### config.mk
export PLATFORM = sky130hd
export DESIGN_NAME = biped_gait_phase_scheduler_core
export DESIGN_NICKNAME = d
export VERILOG_FILES = /design/src/hdl/gps_pkg.sv /design/src/hdl/biped_gait_phase_scheduler_core.sv /design/src/hdl/gps_div.sv /design/src/hdl/gps_fifo.sv /design/src/hdl/gps_front.sv /design/src/hdl/gps_back.sv
export SDC_FILE = /design/constraint.sdc
export NUM_CORES = 1
export LEC_CHECK = 0
export ABC_AREA = 1
export BUFFER_PORTS_ARGS = -buffer_cell sky130_fd_sc_hd__buf_2
export CAP_MARGIN = 30
export CORE_MARGIN = 10
export CORE_UTILIZATION = 40
export DETAILED_ROUTE_END_ITERATION = 7
export MAX_ROUTING_LAYER = met4
export PLACE_DENSITY = 0.59
export RECOVER_POWER = 25
export SETUP_SLACK_MARGIN = 0.05
export SKIP_CTS_REPAIR_TIMING = 1
export SYNTH_ARGS = -nofsm -noshare
export SYNTH_HDL_FRONTEND = slang
export SYNTH_SLANG_ARGS = --single-unit
### constraint.sdc
create_clock -name clk -period 5.25 [get_ports clk]
set_input_delay 0.2625 -clock clk [delete_from_list [all_inputs] [get_ports clk]]
set_output_delay 0.2625 -clock clk [all_outputs]
set_load 0.03 [all_outputs]
### src/hdl/gps_pkg.sv
package gps_pkg;

  localparam int MAX_SEGMENTS = 256;
  localparam int MAX_HORIZON  = 64;

  localparam int ITER_W     = 32;
  localparam int SEG_W      = 9;
  localparam int POS_W      = 8;
  localparam int STEP_W     = 6;
  localparam int LEN_W      = 7;
  localparam int FRAC_W     = 16;
  localparam int FRAC_SHIFT = 15;
  localparam int CFG_IDX_W  = 3;
  localparam int CFG_DATA_W = 9;

  // serial divider: dividend is left aligned, one quotient bit per cycle
  localparam int DIV_W      = 32;
  localparam int CNT_W      = 6;
  localparam int FRAC_STEPS = POS_W + FRAC_SHIFT;
  localparam int OFS_PAD_W  = DIV_W - POS_W;
  localparam int STR_PAD_W  = DIV_W - SEG_W;

  localparam int FIFO_DEPTH = 2;
  localparam int FIFO_PTR_W = $clog2(FIFO_DEPTH);
  localparam int FIFO_CNT_W = $clog2(FIFO_DEPTH + 1);

  typedef enum logic [CFG_IDX_W-1:0] {
    REG_NUM_SEGMENTS   = 3'd0,
    REG_OFFSET_LEFT    = 3'd1,
    REG_OFFSET_RIGHT   = 3'd2,
    REG_DURATION_LEFT  = 3'd3,
    REG_DURATION_RIGHT = 3'd4,
    REG_HORIZON_LENGTH = 3'd5,
    REG_HORIZON_STRIDE = 3'd6
  } reg_idx_t;

  typedef struct packed {
    logic [SEG_W-1:0] num_segments;
    logic [POS_W-1:0] offset_left;
    logic [POS_W-1:0] offset_right;
    logic [SEG_W-1:0] duration_left;
    logic [SEG_W-1:0] duration_right;
    logic [LEN_W-1:0] horizon_length;
    logic [SEG_W-1:0] horizon_stride;
  } cfg_t;

  typedef struct packed {
    logic             start;
    logic [CNT_W-1:0] steps;
    logic [DIV_W-1:0] dividend;
    logic [SEG_W-1:0] divisor;
  } div_req_t;

  typedef struct packed {
    logic             done;
    logic [DIV_W-1:0] quo;
    logic [SEG_W-1:0] rem;
  } div_rsp_t;

  typedef enum logic [1:0] {
    FR_IDLE,
    FR_DIV,
    FR_PUSH
  } fr_state_t;

  typedef enum logic [2:0] {
    BK_IDLE,
    BK_MOD,
    BK_LOAD,
    BK_FRAC,
    BK_STRIDE,
    BK_EMIT
  } bk_state_t;

  // zero counts as one, large counts saturate
  function automatic logic [SEG_W-1:0] seg_count(input logic [SEG_W-1:0] num);
    if (num == '0) begin
      return SEG_W'(1);
    end else if (num > SEG_W'(MAX_SEGMENTS)) begin
      return SEG_W'(MAX_SEGMENTS);
    end else begin
      return num;
    end
  endfunction

  // distance from a leg's stance start, wrapped into [0, n)
  function automatic logic [POS_W-1:0] progress(input logic [POS_W-1:0] pos,
                                                input logic [POS_W-1:0] ofs,
                                                input logic [SEG_W-1:0] n);
    logic [SEG_W-1:0] t;
    if (pos >= ofs) begin
      t = {1'b0, pos} - {1'b0, ofs};
    end else begin
      t = {1'b0, pos} + n - {1'b0, ofs};
    end
    return t[POS_W-1:0];
  endfunction

  function automatic logic [STEP_W-1:0] last_step(input logic [LEN_W-1:0] len);
    logic [LEN_W-1:0] l;
    l = len;
    if (l == '0) begin
      l = LEN_W'(1);
    end
    if (l > LEN_W'(MAX_HORIZON)) begin
      l = LEN_W'(MAX_HORIZON);
    end
    return STEP_W'(l - LEN_W'(1));
  endfunction

endpackage

### src/hdl/biped_gait_phase_scheduler_core.sv
// Gait phase scheduler. Each input word carries an iteration count; the block
// reduces it modulo the segment count, works out each leg's stance or swing
// fraction (Q1.15) and then sends one result word per horizon step with the
// predicted contact of both legs, the final word flagged by out_last. A front
// stage takes the input word and reduces it in a serial divider and accepts no
// new word until its segment is pushed; a two-entry queue hands segments
// to the back stage, which runs two serial dividers in parallel for the
// offsets and the fractions, then one for the stride, and then emits one
// result per cycle while the output is taken. It takes no new segment until
// it has emitted the final result word for the segment before.
// Configuration writes are taken every cycle and must only occur while idle.
module biped_gait_phase_scheduler_core (
  input  logic                           clk,
  input  logic                           rst_n,
  input  logic                           cfg_valid,
  output logic                           cfg_ready,
  input  logic [gps_pkg::CFG_IDX_W-1:0]  cfg_index,
  input  logic [gps_pkg::CFG_DATA_W-1:0] cfg_data,
  input  logic                           in_valid,
  output logic                           in_ready,
  input  logic [gps_pkg::ITER_W-1:0]     in_iteration,
  output logic                           out_valid,
  input  logic                           out_ready,
  output logic [gps_pkg::STEP_W-1:0]     out_step_index,
  output logic                           out_contact_left,
  output logic                           out_contact_right,
  output logic [gps_pkg::FRAC_W-1:0]     out_stance_left,
  output logic [gps_pkg::FRAC_W-1:0]     out_stance_right,
  output logic [gps_pkg::FRAC_W-1:0]     out_swing_left,
  output logic [gps_pkg::FRAC_W-1:0]     out_swing_right,
  output logic [gps_pkg::POS_W-1:0]      out_current_segment,
  output logic                           out_last
);

  gps_pkg::cfg_t             cfg_r;
  logic                      push_valid, push_ready, pop_valid, pop_ready;
  logic [gps_pkg::POS_W-1:0] push_data, pop_data;

  assign cfg_ready = 1'b1;

  always_ff @(posedge clk) begin
    if (!rst_n) begin
      cfg_r.num_segments   <= gps_pkg::SEG_W'(16);
      cfg_r.offset_left    <= gps_pkg::POS_W'(0);
      cfg_r.offset_right   <= gps_pkg::POS_W'(8);
      cfg_r.duration_left  <= gps_pkg::SEG_W'(8);
      cfg_r.duration_right <= gps_pkg::SEG_W'(8);
      cfg_r.horizon_length <= gps_pkg::LEN_W'(10);
      cfg_r.horizon_stride <= gps_pkg::SEG_W'(1);
    end else if (cfg_valid && cfg_ready) begin
      case (cfg_index)
        gps_pkg::REG_NUM_SEGMENTS:   cfg_r.num_segments   <= cfg_data;
        gps_pkg::REG_OFFSET_LEFT:    cfg_r.offset_left    <= cfg_data[gps_pkg::POS_W-1:0];
        gps_pkg::REG_OFFSET_RIGHT:   cfg_r.offset_right   <= cfg_data[gps_pkg::POS_W-1:0];
        gps_pkg::REG_DURATION_LEFT:  cfg_r.duration_left  <= cfg_data;
        gps_pkg::REG_DURATION_RIGHT: cfg_r.duration_right <= cfg_data;
        gps_pkg::REG_HORIZON_LENGTH: cfg_r.horizon_length <= cfg_data[gps_pkg::LEN_W-1:0];
        gps_pkg::REG_HORIZON_STRIDE: cfg_r.horizon_stride <= cfg_data;
        default: ;
      endcase
    end
  end

  gps_front u_front (
    .clk          (clk),
    .rst_n        (rst_n),
    .cfg          (cfg_r),
    .in_valid     (in_valid),
    .in_ready     (in_ready),
    .in_iteration (in_iteration),
    .push_valid   (push_valid),
    .push_ready   (push_ready),
    .push_data    (push_data)
  );

  gps_fifo u_fifo (
    .clk        (clk),
    .rst_n      (rst_n),
    .push_valid (push_valid),
    .push_ready (push_ready),
    .push_data  (push_data),
    .pop_valid  (pop_valid),
    .pop_ready  (pop_ready),
    .pop_data   (pop_data)
  );

  gps_back u_back (
    .clk                 (clk),
    .rst_n               (rst_n),
    .cfg                 (cfg_r),
    .pop_valid           (pop_valid),
    .pop_ready           (pop_ready),
    .pop_data            (pop_data),
    .out_valid           (out_valid),
    .out_ready           (out_ready),
    .out_step_index      (out_step_index),
    .out_contact_left    (out_contact_left),
    .out_contact_right   (out_contact_right),
    .out_stance_left     (out_stance_left),
    .out_stance_right    (out_stance_right),
    .out_swing_left      (out_swing_left),
    .out_swing_right     (out_swing_right),
    .out_current_segment (out_current_segment),
    .out_last            (out_last)
  );

endmodule

### src/hdl/gps_div.sv
module gps_div (
  input  logic               clk,
  input  logic               rst_n,
  input  gps_pkg::div_req_t  req,
  output gps_pkg::div_rsp_t  rsp
);

  logic                        busy_r, busy_nxt;
  logic                        done_r, done_nxt;
  logic [gps_pkg::CNT_W-1:0]   cnt_r, cnt_nxt;
  logic [gps_pkg::DIV_W-1:0]   dvd_r, dvd_nxt;
  logic [gps_pkg::DIV_W-1:0]   quo_r, quo_nxt;
  logic [gps_pkg::SEG_W-1:0]   rem_r, rem_nxt;
  logic [gps_pkg::SEG_W-1:0]   dsr_r, dsr_nxt;
  logic [gps_pkg::SEG_W:0]     trial;

  always_comb begin
    busy_nxt = busy_r;
    done_nxt = 1'b0;
    cnt_nxt  = cnt_r;
    dvd_nxt  = dvd_r;
    quo_nxt  = quo_r;
    rem_nxt  = rem_r;
    dsr_nxt  = dsr_r;
    trial    = {rem_r, dvd_r[gps_pkg::DIV_W-1]};
    if (req.start) begin
      busy_nxt = 1'b1;
      cnt_nxt  = req.steps;
      dvd_nxt  = req.dividend;
      quo_nxt  = '0;
      rem_nxt  = '0;
      dsr_nxt  = req.divisor;
    end else if (busy_r) begin
      if (trial >= {1'b0, dsr_r}) begin
        rem_nxt = gps_pkg::SEG_W'(trial - {1'b0, dsr_r});
        quo_nxt = {quo_r[gps_pkg::DIV_W-2:0], 1'b1};
      end else begin
        rem_nxt = trial[gps_pkg::SEG_W-1:0];
        quo_nxt = {quo_r[gps_pkg::DIV_W-2:0], 1'b0};
      end
      dvd_nxt = {dvd_r[gps_pkg::DIV_W-2:0], 1'b0};
      cnt_nxt = cnt_r - gps_pkg::CNT_W'(1);
      if (cnt_r == gps_pkg::CNT_W'(1)) begin
        busy_nxt = 1'b0;
        done_nxt = 1'b1;
      end
    end
  end

  always_ff @(posedge clk) begin
    if (!rst_n) begin
      busy_r <= 1'b0;
      done_r <= 1'b0;
      cnt_r  <= '0;
    end else begin
      busy_r <= busy_nxt;
      done_r <= done_nxt;
      cnt_r  <= cnt_nxt;
    end
  end

  always_ff @(posedge clk) begin
    dvd_r <= dvd_nxt;
    quo_r <= quo_nxt;
    rem_r <= rem_nxt;
    dsr_r <= dsr_nxt;
  end

  assign rsp.done = done_r;
  assign rsp.quo  = quo_r;
  assign rsp.rem  = rem_r;

endmodule

### src/hdl/gps_fifo.sv
module gps_fifo (
  input  logic                      clk,
  input  logic                      rst_n,
  input  logic                      push_valid,
  output logic                      push_ready,
  input  logic [gps_pkg::POS_W-1:0] push_data,
  output logic                      pop_valid,
  input  logic                      pop_ready,
  output logic [gps_pkg::POS_W-1:0] pop_data
);

  logic [gps_pkg::POS_W-1:0]      mem_r [gps_pkg::FIFO_DEPTH];
  logic [gps_pkg::FIFO_PTR_W-1:0] wr_ptr_r, wr_ptr_nxt;
  logic [gps_pkg::FIFO_PTR_W-1:0] rd_ptr_r, rd_ptr_nxt;
  logic [gps_pkg::FIFO_CNT_W-1:0] cnt_r, cnt_nxt;
  logic                           do_push, do_pop;

  assign push_ready = (cnt_r != gps_pkg::FIFO_CNT_W'(gps_pkg::FIFO_DEPTH));
  assign pop_valid  = (cnt_r != '0);
  assign pop_data   = mem_r[rd_ptr_r];
  assign do_push    = push_valid && push_ready;
  assign do_pop     = pop_valid && pop_ready;

  always_comb begin
    wr_ptr_nxt = do_push ? wr_ptr_r + gps_pkg::FIFO_PTR_W'(1) : wr_ptr_r;
    rd_ptr_nxt = do_pop ? rd_ptr_r + gps_pkg::FIFO_PTR_W'(1) : rd_ptr_r;
    cnt_nxt    = cnt_r;
    if (do_push && !do_pop) begin
      cnt_nxt = cnt_r + gps_pkg::FIFO_CNT_W'(1);
    end else if (do_pop && !do_push) begin
      cnt_nxt = cnt_r - gps_pkg::FIFO_CNT_W'(1);
    end
  end

  always_ff @(posedge clk) begin
    if (!rst_n) begin
      wr_ptr_r <= '0;
      rd_ptr_r <= '0;
      cnt_r    <= '0;
    end else begin
      wr_ptr_r <= wr_ptr_nxt;
      rd_ptr_r <= rd_ptr_nxt;
      cnt_r    <= cnt_nxt;
    end
  end

  always_ff @(posedge clk) begin
    if (do_push) begin
      mem_r[wr_ptr_r] <= push_data;
    end
  end

endmodule

### src/hdl/gps_front.sv
module gps_front (
  input  logic                       clk,
  input  logic                       rst_n,
  input  gps_pkg::cfg_t              cfg,
  input  logic                       in_valid,
  output logic                       in_ready,
  input  logic [gps_pkg::ITER_W-1:0] in_iteration,
  output logic                       push_valid,
  input  logic                       push_ready,
  output logic [gps_pkg::POS_W-1:0]  push_data
);

  gps_pkg::fr_state_t state_r, state_nxt;
  gps_pkg::div_req_t  div_req;
  gps_pkg::div_rsp_t  div_rsp;

  gps_div u_div (
    .clk   (clk),
    .rst_n (rst_n),
    .req   (div_req),
    .rsp   (div_rsp)
  );

  always_comb begin
    state_nxt = state_r;
    case (state_r)
      gps_pkg::FR_IDLE: begin
        if (in_valid) begin
          state_nxt = gps_pkg::FR_DIV;
        end
      end
      gps_pkg::FR_DIV: begin
        if (div_rsp.done) begin
          state_nxt = gps_pkg::FR_PUSH;
        end
      end
      gps_pkg::FR_PUSH: begin
        if (push_ready) begin
          state_nxt = gps_pkg::FR_IDLE;
        end
      end
      default: state_nxt = gps_pkg::FR_IDLE;
    endcase
  end

  // segment = iteration mod n, remainder held by the divider until the next start
  always_comb begin
    in_ready         = (state_r == gps_pkg::FR_IDLE);
    push_valid       = (state_r == gps_pkg::FR_PUSH);
    push_data        = div_rsp.rem[gps_pkg::POS_W-1:0];
    div_req.start    = in_valid && in_ready;
    div_req.steps    = gps_pkg::CNT_W'(gps_pkg::ITER_W);
    div_req.dividend = in_iteration;
    div_req.divisor  = gps_pkg::seg_count(cfg.num_segments);
  end

  always_ff @(posedge clk) begin
    if (!rst_n) begin
      state_r <= gps_pkg::FR_IDLE;
    end else begin
      state_r <= state_nxt;
    end
  end

endmodule

### src/hdl/gps_back.sv
module gps_back (
  input  logic                       clk,
  input  logic                       rst_n,
  input  gps_pkg::cfg_t              cfg,
  input  logic                       pop_valid,
  output logic                       pop_ready,
  input  logic [gps_pkg::POS_W-1:0]  pop_data,
  output logic                       out_valid,
  input  logic                       out_ready,
  output logic [gps_pkg::STEP_W-1:0] out_step_index,
  output logic                       out_contact_left,
  output logic                       out_contact_right,
  output logic [gps_pkg::FRAC_W-1:0] out_stance_left,
  output logic [gps_pkg::FRAC_W-1:0] out_stance_right,
  output logic [gps_pkg::FRAC_W-1:0] out_swing_left,
  output logic [gps_pkg::FRAC_W-1:0] out_swing_right,
  output logic [gps_pkg::POS_W-1:0]  out_current_segment,
  output logic                       out_last
);

  gps_pkg::bk_state_t state_r, state_nxt;
  gps_pkg::div_req_t  req_lt, req_rt;
  gps_pkg::div_rsp_t  rsp_lt, rsp_rt;

  logic [gps_pkg::POS_W-1:0]  cur_r, ofs_lt_r, ofs_rt_r, stride_r, pos_r;
  logic [gps_pkg::STEP_W-1:0] step_r;
  logic                       lt_stance_r, rt_stance_r, lt_zero_r, rt_zero_r;
  logic [gps_pkg::FRAC_W-1:0] st_lt_r, st_rt_r, sw_lt_r, sw_rt_r;
  logic                       out_valid_r;
  logic [gps_pkg::STEP_W-1:0] out_step_r;
  logic                       out_cl_r, out_cr_r, out_last_r;
  logic [gps_pkg::FRAC_W-1:0] out_stl_r, out_str_r, out_swl_r, out_swr_r;
  logic [gps_pkg::POS_W-1:0]  out_seg_r;

  logic [gps_pkg::SEG_W-1:0]  n;
  logic [gps_pkg::POS_W-1:0]  p_lt, p_rt, num_lt, num_rt, pe_lt, pe_rt;
  logic                       in_st_lt, in_st_rt;
  logic [gps_pkg::SEG_W-1:0]  pos_first, pos_sum;
  logic [gps_pkg::STEP_W-1:0] last_idx;
  logic                       both_done, out_free, emit;

  gps_div u_div_lt (.clk(clk), .rst_n(rst_n), .req(req_lt), .rsp(rsp_lt));
  gps_div u_div_rt (.clk(clk), .rst_n(rst_n), .req(req_rt), .rsp(rsp_rt));

  always_comb begin
    n         = gps_pkg::seg_count(cfg.num_segments);
    last_idx  = gps_pkg::last_step(cfg.horizon_length);
    both_done = rsp_lt.done && rsp_rt.done;
    out_free  = !out_valid_r || out_ready;
    // progress at the current segment, stance when at most the duration
    p_lt      = gps_pkg::progress(cur_r, ofs_lt_r, n);
    p_rt      = gps_pkg::progress(cur_r, ofs_rt_r, n);
    in_st_lt  = ({1'b0, p_lt} <= cfg.duration_left);
    in_st_rt  = ({1'b0, p_rt} <= cfg.duration_right);
    num_lt    = in_st_lt ? p_lt : gps_pkg::POS_W'({1'b0, p_lt} - cfg.duration_left);
    num_rt    = in_st_rt ? p_rt : gps_pkg::POS_W'({1'b0, p_rt} - cfg.duration_right);
    // horizon walk
    pos_first = {1'b0, cur_r} + gps_pkg::SEG_W'(1);
    if (pos_first == n) begin
      pos_first = '0;
    end
    pos_sum = {1'b0, pos_r} + {1'b0, stride_r};
    if (pos_sum >= n) begin
      pos_sum = pos_sum - n;
    end
    pe_lt = gps_pkg::progress(pos_r, ofs_lt_r, n);
    pe_rt = gps_pkg::progress(pos_r, ofs_rt_r, n);
  end

  always_comb begin
    state_nxt = state_r;
    case (state_r)
      gps_pkg::BK_IDLE: begin
        if (pop_valid) begin
          state_nxt = gps_pkg::BK_MOD;
        end
      end
      gps_pkg::BK_MOD: begin
        if (both_done) begin
          state_nxt = gps_pkg::BK_LOAD;
        end
      end
      gps_pkg::BK_LOAD: state_nxt = gps_pkg::BK_FRAC;
      gps_pkg::BK_FRAC: begin
        if (both_done) begin
          state_nxt = gps_pkg::BK_STRIDE;
        end
      end
      gps_pkg::BK_STRIDE: begin
        if (rsp_lt.done) begin
          state_nxt = gps_pkg::BK_EMIT;
        end
      end
      gps_pkg::BK_EMIT: begin
        if (out_free && step_r == last_idx) begin
          state_nxt = gps_pkg::BK_IDLE;
        end
      end
      default: state_nxt = gps_pkg::BK_IDLE;
    endcase
  end

  always_comb begin
    pop_ready       = 1'b0;
    emit            = 1'b0;
    req_lt.start    = 1'b0;
    req_lt.steps    = gps_pkg::CNT_W'(gps_pkg::POS_W);
    req_lt.dividend = {cfg.offset_left, gps_pkg::OFS_PAD_W'(0)};
    req_lt.divisor  = n;
    req_rt.start    = 1'b0;
    req_rt.steps    = gps_pkg::CNT_W'(gps_pkg::POS_W);
    req_rt.dividend = {cfg.offset_right, gps_pkg::OFS_PAD_W'(0)};
    req_rt.divisor  = n;
    case (state_r)
      gps_pkg::BK_IDLE: begin
        pop_ready    = 1'b1;
        req_lt.start = pop_valid;
        req_rt.start = pop_valid;
      end
      gps_pkg::BK_LOAD: begin
        // (p << 15) / d in stance, ((p - d) << 15) / (n - d) in swing
        req_lt.start    = 1'b1;
        req_lt.steps    = gps_pkg::CNT_W'(gps_pkg::FRAC_STEPS);
        req_lt.dividend = {num_lt, gps_pkg::OFS_PAD_W'(0)};
        req_lt.divisor  = in_st_lt ? cfg.duration_left : n - cfg.duration_left;
        req_rt.start    = 1'b1;
        req_rt.steps    = gps_pkg::CNT_W'(gps_pkg::FRAC_STEPS);
        req_rt.dividend = {num_rt, gps_pkg::OFS_PAD_W'(0)};
        req_rt.divisor  = in_st_rt ? cfg.duration_right : n - cfg.duration_right;
      end
      gps_pkg::BK_FRAC: begin
        req_lt.start    = both_done;
        req_lt.steps    = gps_pkg::CNT_W'(gps_pkg::SEG_W);
        req_lt.dividend = {cfg.horizon_stride, gps_pkg::STR_PAD_W'(0)};
      end
      gps_pkg::BK_EMIT: begin
        emit = out_free;
      end
      default: ;
    endcase
  end

  always_ff @(posedge clk) begin
    if (!rst_n) begin
      state_r     <= gps_pkg::BK_IDLE;
      out_valid_r <= 1'b0;
    end else begin
      state_r <= state_nxt;
      if (emit) begin
        out_valid_r <= 1'b1;
      end else if (out_ready) begin
        out_valid_r <= 1'b0;
      end
    end
  end

  always_ff @(posedge clk) begin
    if (state_r == gps_pkg::BK_IDLE && pop_valid) begin
      cur_r <= pop_data;
    end
    if (state_r == gps_pkg::BK_MOD && both_done) begin
      ofs_lt_r <= rsp_lt.rem[gps_pkg::POS_W-1:0];
      ofs_rt_r <= rsp_rt.rem[gps_pkg::POS_W-1:0];
    end
    if (state_r == gps_pkg::BK_LOAD) begin
      lt_stance_r <= in_st_lt;
      rt_stance_r <= in_st_rt;
      lt_zero_r   <= (cfg.duration_left == '0);
      rt_zero_r   <= (cfg.duration_right == '0);
    end
    if (state_r == gps_pkg::BK_FRAC && both_done) begin
      // zero duration: divider result is meaningless, fraction is 0
      st_lt_r <= (lt_stance_r && !lt_zero_r) ? rsp_lt.quo[gps_pkg::FRAC_W-1:0] : '0;
      sw_lt_r <= lt_stance_r ? '0 : rsp_lt.quo[gps_pkg::FRAC_W-1:0];
      st_rt_r <= (rt_stance_r && !rt_zero_r) ? rsp_rt.quo[gps_pkg::FRAC_W-1:0] : '0;
      sw_rt_r <= rt_stance_r ? '0 : rsp_rt.quo[gps_pkg::FRAC_W-1:0];
      pos_r   <= pos_first[gps_pkg::POS_W-1:0];
      step_r  <= '0;
    end
    if (state_r == gps_pkg::BK_STRIDE && rsp_lt.done) begin
      stride_r <= rsp_lt.rem[gps_pkg::POS_W-1:0];
    end
    if (emit) begin
      out_step_r <= step_r;
      out_cl_r   <= ({1'b0, pe_lt} < cfg.duration_left);
      out_cr_r   <= ({1'b0, pe_rt} < cfg.duration_right);
      out_stl_r  <= st_lt_r;
      out_str_r  <= st_rt_r;
      out_swl_r  <= sw_lt_r;
      out_swr_r  <= sw_rt_r;
      out_seg_r  <= cur_r;
      out_last_r <= (step_r == last_idx);
      pos_r      <= pos_sum[gps_pkg::POS_W-1:0];
      step_r     <= step_r + gps_pkg::STEP_W'(1);
    end
  end

  assign out_valid           = out_valid_r;
  assign out_step_index      = out_step_r;
  assign out_contact_left    = out_cl_r;
  assign out_contact_right   = out_cr_r;
  assign out_stance_left     = out_stl_r;
  assign out_stance_right    = out_str_r;
  assign out_swing_left      = out_swl_r;
  assign out_swing_right     = out_swr_r;
  assign out_current_segment = out_seg_r;
  assign out_last            = out_last_r;

endmodule
After elaboration in Yosys (flattened, before gate mapping)
Memory sizes are Yosys's and may differ from the RTL's. A register that Yosys moved wholly into a read port is not among the register bits.
Cells that the tools add are included.
{ "totals": {"in_bits": 49, "rom_bits": 0, "n_memories": 1, "latch_bits": 0, "output_inout_bits": 84, "ramBits": 16, "regBits": 462, "elab_cells": 247} }
{ "mem_list": {"columns": ["memory", "depth", "word_bits", "read_ports", "rd_ports_with_merged_regs", "write_ports", "line_no", "text"], "rows": [
  ["u_fifo.mem_r", 2, 8, 1, 1, 1, "gps_fifo.sv:12", "logic [gps_pkg::POS_W-1:0] mem_r [gps_pkg::FIFO_DEPTH];"]
]} }
{ "op_classes": {"order_cmp": 14, "mux": 70, "n_bitwise": 4, "n_addsub": 29, "div": 0, "mul": 0, "shifts": 0, "n_eq_ne": 27, "n_reduce_logical": 46} }
{ "ops": {"columns": ["op", "count"], "rows": [
  ["32-bit 2-to-1 mux", 6],
  ["8-bit subtractor", 11],
  ["8-bit 2-to-1 mux", 10],
  ["37-bit case mux with 2 select lines", 1],
  ["9-bit 2-to-1 mux", 8],
  ["6-bit 2-to-1 mux", 9],
  ["46-bit 2-to-1 mux", 1],
  ["9-bit subtractor", 5],
  ["8-bit >= comparator", 4],
  ["10-bit by 9-bit >= comparator with 1-bit output", 3],
  ["9-bit zero test", 3],
  ["6-bit by 1-bit subtractor with 6-bit output (second input constant)", 4],
  ["1-bit 2-to-1 mux", 20],
  ["6-bit by 1-bit equality test with 1-bit output (second input constant)", 3],
  ["8-bit by 9-bit <= comparator with 1-bit output", 2],
  ["8-bit by 9-bit less-than comparator with 1-bit output", 2],
  ["3-bit case mux with 6 select lines", 1],
  ["8-bit adder", 2],
  ["3-bit equality test (second input constant)", 5],
  ["3-bit 2-to-1 mux", 5],
  ["2-bit AND reduction", 7],
  ["2-bit nonzero test", 7],
  ["1-bit logical AND", 13],
  ["3-bit by 2-bit equality test with 1-bit output (second input constant)", 4],
  ["31 further kinds", 54]
]} }

Longest topological paths before layout
{ "depth": {"ltp_word": 10, "ltp_mapped": 35, "depth_no_buf": 34} }

Cells and area by module
Synthesis repeated with hierarchy kept, for this count alone.
{ "hier_totals": {"cells_unflattened": 3398, "area_unflattened_um2": 29274.3} }
{ "modules_own_cells": {"columns": ["mod", "seq_area_each_um2", "area_per_inst_um2", "cells_per_inst", "n_inst"], "rows": [
  ["gps_back", 5935.7, 13958.4, 1572, 1],
  ["gps_div at u_back.u_div_lt ...", 2212.1, 3975.1, 460, 2],
  ["gps_div at u_front.u_div", 2212.1, 3967.6, 460, 1],
  ["biped_gait_phase_scheduler_core", 1181.1, 2352.3, 340, 1],
  ["gps_fifo", 580.6, 835.8, 62, 1],
  ["gps_front", 40.0, 210.2, 44, 1]
]} }

Worst setup path after synthesis
No wires, ideal clock.
{ "synth_timing": {"kind": "register to register", "startpoint": "reg cfg_r[51] (netlist name)", "endpoint": "reg u_back.u_div_rt.dsr_r[5] (netlist name), data pin", "stages_incl_launch_ff": 32, "slack_ps": 634, "n_path_buf": 1, "setup_ps": 273, "arrival_ps": 4343, "synth_period_minus_slack_ps": 4616, "required_ps": 4977, "cell_sequence": "dfxtp_1 -> inv_2 -> nand2_1 -> nor3_1 -> nand2_1 -> nor2_1 -> o21ai_0 -> inv_1 -> ha_1 -> inv_1 -> fa_1 -> o21ai_0 -> nand2_1 -> nand2_1 -> a21oi_1 -> xnor2_1 -> ha_1 -> a21oi_1 -> o21ai_0 -> a21oi_1 -> xor2_1 -> nand2_1 -> nand2_1 -> inv_1 -> ha_1 -> nand4_1 -> or3_1 -> nand2_2 -> inv_2 -> buf_4 -> o21ai_1 -> o21ai_0"} }
{ "synth_lines": {"columns": ["element", "line_no", "text"], "rows": [
  ["from (decl)", "biped_gait_phase_scheduler_core.sv:35", "gps_pkg::cfg_t cfg_r;"],
  ["to (signal assigned)", "gps_div.sv:66", "dsr_r <= dsr_nxt;"],
  ["to (decl)", "gps_div.sv:14", "logic [gps_pkg::SEG_W-1:0] dsr_r, dsr_nxt;"]
]} }

Final worst setup path
{ "layout_timing": {"startpoint": "reg cfg_r[51] (netlist name)", "endpoint": "reg u_back.u_div_lt.dvd_r[28] (netlist name), data pin"} }
{ "layout_via": {"elab_chain_len": 10, "word_cells_on_any_way": 12, "classes_between": "add/sub (3); order compare (2); mux (6); reduce/logical (1)"} }
{ "layout_rtl": {"columns": ["element", "line_no", "text"], "rows": [
  ["9-bit > comparator", "gps_pkg.sv:79", "end else if (num > SEG_W'(MAX_SEGMENTS)) begin"],
  ["9-bit 2-to-1 mux", "gps_pkg.sv:79", null],
  ["9-bit 2-to-1 mux *", "gps_pkg.sv:77", "if (num == '0) begin"],
  ["named net u_back.n (one bit)", "gps_back.sv:35", "logic [gps_pkg::SEG_W-1:0] n;"],
  ["8-bit adder *", "gps_pkg.sv:94", "t = {1'b0, pos} + n - {1'b0, ofs};"],
  ["8-bit subtractor *", "gps_pkg.sv:94", null],
  ["8-bit 2-to-1 mux *", "gps_pkg.sv:91", "if (pos >= ofs) begin"],
  ["8-bit subtractor or 8-bit by 9-bit <= comparator with 1-bit output (tied branches)", "gps_back.sv:55, gps_back.sv:53", null],
  ["8-bit 2-to-1 mux *", "gps_back.sv:55", "num_lt = in_st_lt ? p_lt : gps_pkg::POS_W'({1'b0, p_lt} - cfg.duration_left);"],
  ["37-bit case mux with 2 select lines *", "gps_back.sv:114", "case (state_r)"],
  ["32-bit 2-to-1 mux *", "gps_div.sv:26", "if (req.start) begin"],
  ["named net u_back.u_div_lt.dvd_nxt (one bit)", "gps_div.sv:11", "logic [gps_pkg::DIV_W-1:0] dvd_r, dvd_nxt;"],
  ["to (signal assigned)", "gps_div.sv:63", "dvd_r <= dvd_nxt;"],
  ["to (decl)", "gps_div.sv:11", null]
]} }
Mark *: on every way through the listed nets, which the timed path passes. The rest lies on a longest branch.
A chain may end at the register's enable or synchronous reset.

==> impl_metrics.toml <==
[pwr]
pwr-share-seq = 0.344
internal_power_mw = 8.17
power_density_nw_per_um2 = 492
power_frac_comb = 0.402
ir_drop_uv = 327
p_total_mw = 13.6
p_leak_nw = 11.7
switching_share = 0.399
power.switching_mw = 5.44
power.clock.fraction = 0.254

[critical_path]
regToRegStartpoint = "cfg_r[51]"
critPathMostFrequentCell = "nand2_1"
crit_fanout = 7
max_stage_delay_ns = 0.37
cp.required_ns = 5.56
cp.arrival_ns = 5.14
worstSetupStartpointType = "flip-flop"
crit_start = "cfg_r[51]"
cpMaxStageDelayCell = "fa_2"
cp-end-kind = "flip-flop"
worstSetupPathType = "flip-flop to flip-flop"

[timing]
rsz0062_at_grt = "no"
hold_viol = 2
timing.final.crit_share = 0.921
fmax_mhz = 207
final.setup_skew_ns = 0.0184
worst_slack_ns = 0.415
setup_violations = 0
worstMarginPinSlew_ns = 0.935
slew-limit-headroom = 0.376
finalSetupTns_ns = 0
min_period_ns = 4.84
hold_slack_ns = -0.0302
maxSlewViolCount = 0

[grt]
grt_first_pass_wirelength_mm = 107
overflow = 0
grtUsageTotal = 0.197
grt_max_degree = 71
antenna_found_initial = 8
grt_pass1_vias = 18880

[routing]
drt_wl_total_mm = 69.1
final_antenna_net_count = 0
met2_wirelength_mm = 32.5
m1WireLength_mm = 30.2
via_count = 19179
wl_met3_mm = 4.14
dr.pass1.iters = 5
via_per_inst = 5.26
drt-initial-drc-count = 1366
drc_errors = 0
top_layer_used = "met4"
wl_per_cell_um = 18.9

[clock_tree]
cts-root-buf = "clkbuf_16"
clock_latency_ns = 0.59
h-tree-depth = 2
cts_tree = "yes"
clk_path_buf_depth = 3
cts_buffers = 48
cts_sinks = 439
path_clk_slew_ns = 0.06

[cells_and_area]
finalNonFillerCells = 3649
final_common_cell = "nand2_1"
layout_common_cells = "486 x nand2_1, 311 x inv_1, 287 x edfxtp_1"
syn2layout_area_growth_pct = 15.6
fin_nets = 3070
final.fill_count = 5605
drive_gt1_frac = 0.113

[synthesis]
synth-xor-area-share = 0.0395
synth_compound_area_frac = 0.133
synth_area_leaders = "edfxtp_1 36%, dfxtp_1 13%, ha_1 9.1%, nand2_1 7.7%, inv_1 4.9%"
muxShareOfSynthArea = 0.00293
yosysWarnings = 0
yosys.area.top_type = "edfxtp_1"
syn_nets = 2875
async_flop_share = 0
synth-simple-area-share = 0.166
yosysSeqAreaShare = 0.487
avgSynthCellArea_um2 = 9.09
syn_inst = 2633
syn_area_um2 = 23900
synth_top_family_by_area = "simple AND/OR/NAND/NOR gates"
synth_enable_flop_cells = 287
synth_top_cell_area_share = 0.360
synth.distinct_cells = 65
synthAdderAreaFrac = 0.107
synth-seq-cells = 439
synth_ff_type = "edfxtp_1"

[die]
dieArea_um2 = 70000
core_um2 = 59100
start_util = 0.405
floorplan.die.width_um = 265
num_rows = 89
pin_count = 133
die_y_um = 265

[placed_design]
post-place-ws_ns = 0.0399
place.gp.congestion = 0.981
portBuffers = 131
dp_cells = 3516
dp_hpwl_mm = 51.9

[status]
violations = "hold timing"
outcome = "finished with violations"

[worst_hold_path]
worstHoldPathType = "input port to flip-flop"
min_from = "in_iteration[8]"

[run]
maxCapViolCount = 0
## per-layer routing
layer,global-route usage,vias up
met1,0.245,9126
met3,0.0309,122
met2,0.321,529
met4,0.0699,0
met5,-,-
li1,-,9402
## registers in the layout, indices dropped and copies added (netlist names), 9 cells and up
signal and count:
cfg_r 59, u_back.out_stance_left 16, u_back.out_stance_right 16, u_back.out_swing_left 16, u_back.out_swing_right 16, u_back.st_lt_r 16
u_back.st_rt_r 16, u_back.sw_lt_r 16, u_back.sw_rt_r 16, u_back.u_div_lt.dsr_r 9, u_back.u_div_lt.dvd_r 9, u_back.u_div_lt.quo_r 16
u_back.u_div_lt.rem_r 9, u_back.u_div_rt.dsr_r 9, u_back.u_div_rt.quo_r 16, u_back.u_div_rt.rem_r 9, u_fifo.mem_r 16, u_front.u_div.dsr_r 9
u_front.u_div.dvd_r 32, u_front.u_div.rem_r 9
## logic make-up (layout without fill, tap and decap cells)
family,after synthesis,in the layout
other,1,9
xor gates and xnor gates,108,108
muxes,7,7
buffers and inverters,392,626
adders and majority gates,193,193
DFF,439,439
and+or+nand+nor,943,944
AOI/OAI and AO/OA,550,550
## worst max-delay path: cells and delay by family (launching register included)
| family | cells | cell delay [ns] |
|---|---|---|
| adder cells (fa/ha/maj) | 4 | 1.20 |
| buffers and inverters | 6 | 0.64 |
| AND/OR/NAND/NOR | 12 | 1.19 |
| AO/OA/AOI/OAI | 8 | 1.08 |
| flip-flops | 1 | 0.31 |
| XOR/XNOR | 1 | 0.14 |
## final timing paths
| kind | to | slack [ns] | depth (start not counted) |
|---|---|---|---|
| min reg2reg | u_back.out_swing_left[10] | 0.42 | 0 |
| max | u_back.u_div_lt.dvd_r[28] | 0.41 | 31 |
| min | u_front.u_div.dvd_r[8] | -0.03 | 3 |
| max reg2reg | u_back.u_div_lt.dvd_r[28] | 0.41 | 31 |
## metrics by stage
stage / area, um2 / utilization
2_1_floorplan: 23900 / -
3_3_place_gp: 25500 / 0.432
3_5_place_dp: 25600 / 0.432
4_1_cts: 27200 / 0.460
5_1_grt: 27700 / 0.468
6_report: 27700 / 0.468
## power groups by stage
stage                     logic [mW]  clock network (mW)  registers, mW
after CTS                       5.29                3.54           4.67
after global routing            6.08                3.67           4.71
after floorplan                 3.84                   0           4.63
after global placement          5.19                   0           4.74
final                           5.48                3.46           4.68
after detailed placement        5.25                   0           4.74
## final cells by class
| class | count | area [um2] | share of cell area |
|---|---|---|---|
| Inverter | 334 | 1270 | 0.0460 |
| Clock inverter | 16 | 154 | 0.00556 |
| Timing Repair Buffer | 202 | 1260 | 0.0455 |
| Tap cell | 773 | 967 | 0.0350 |
| Antenna cell | 8 | 20.0 | 0.000724 |
| Clock buffer | 74 | 1480 | 0.0536 |
| Sequential cell | 439 | 11700 | 0.422 |
| Multi-Input combinational cell | 1803 | 10800 | 0.392 |
## cells in the mapped netlist (10+ instances only)
cell,n
o22ai_2,10
buf_2,12
edfxtp_1,287
inv_1,312
nor3_1,31
a221oi_1,10
nand2_1,488
dfxtp_1,152
nand4_1,28
nor2_1,248
a21oi_1,209
a211oi_1,10
ha_1,174
nand3_1,103
inv_2,14
xor2_1,77
or2_2,10
xnor2_1,31
o211ai_1,28
a31oi_1,10
o21ai_1,21
o21ai_0,176
clkbuf_1,33
o22ai_1,25
fa_1,19
Power figures use the tool's default switching activity.
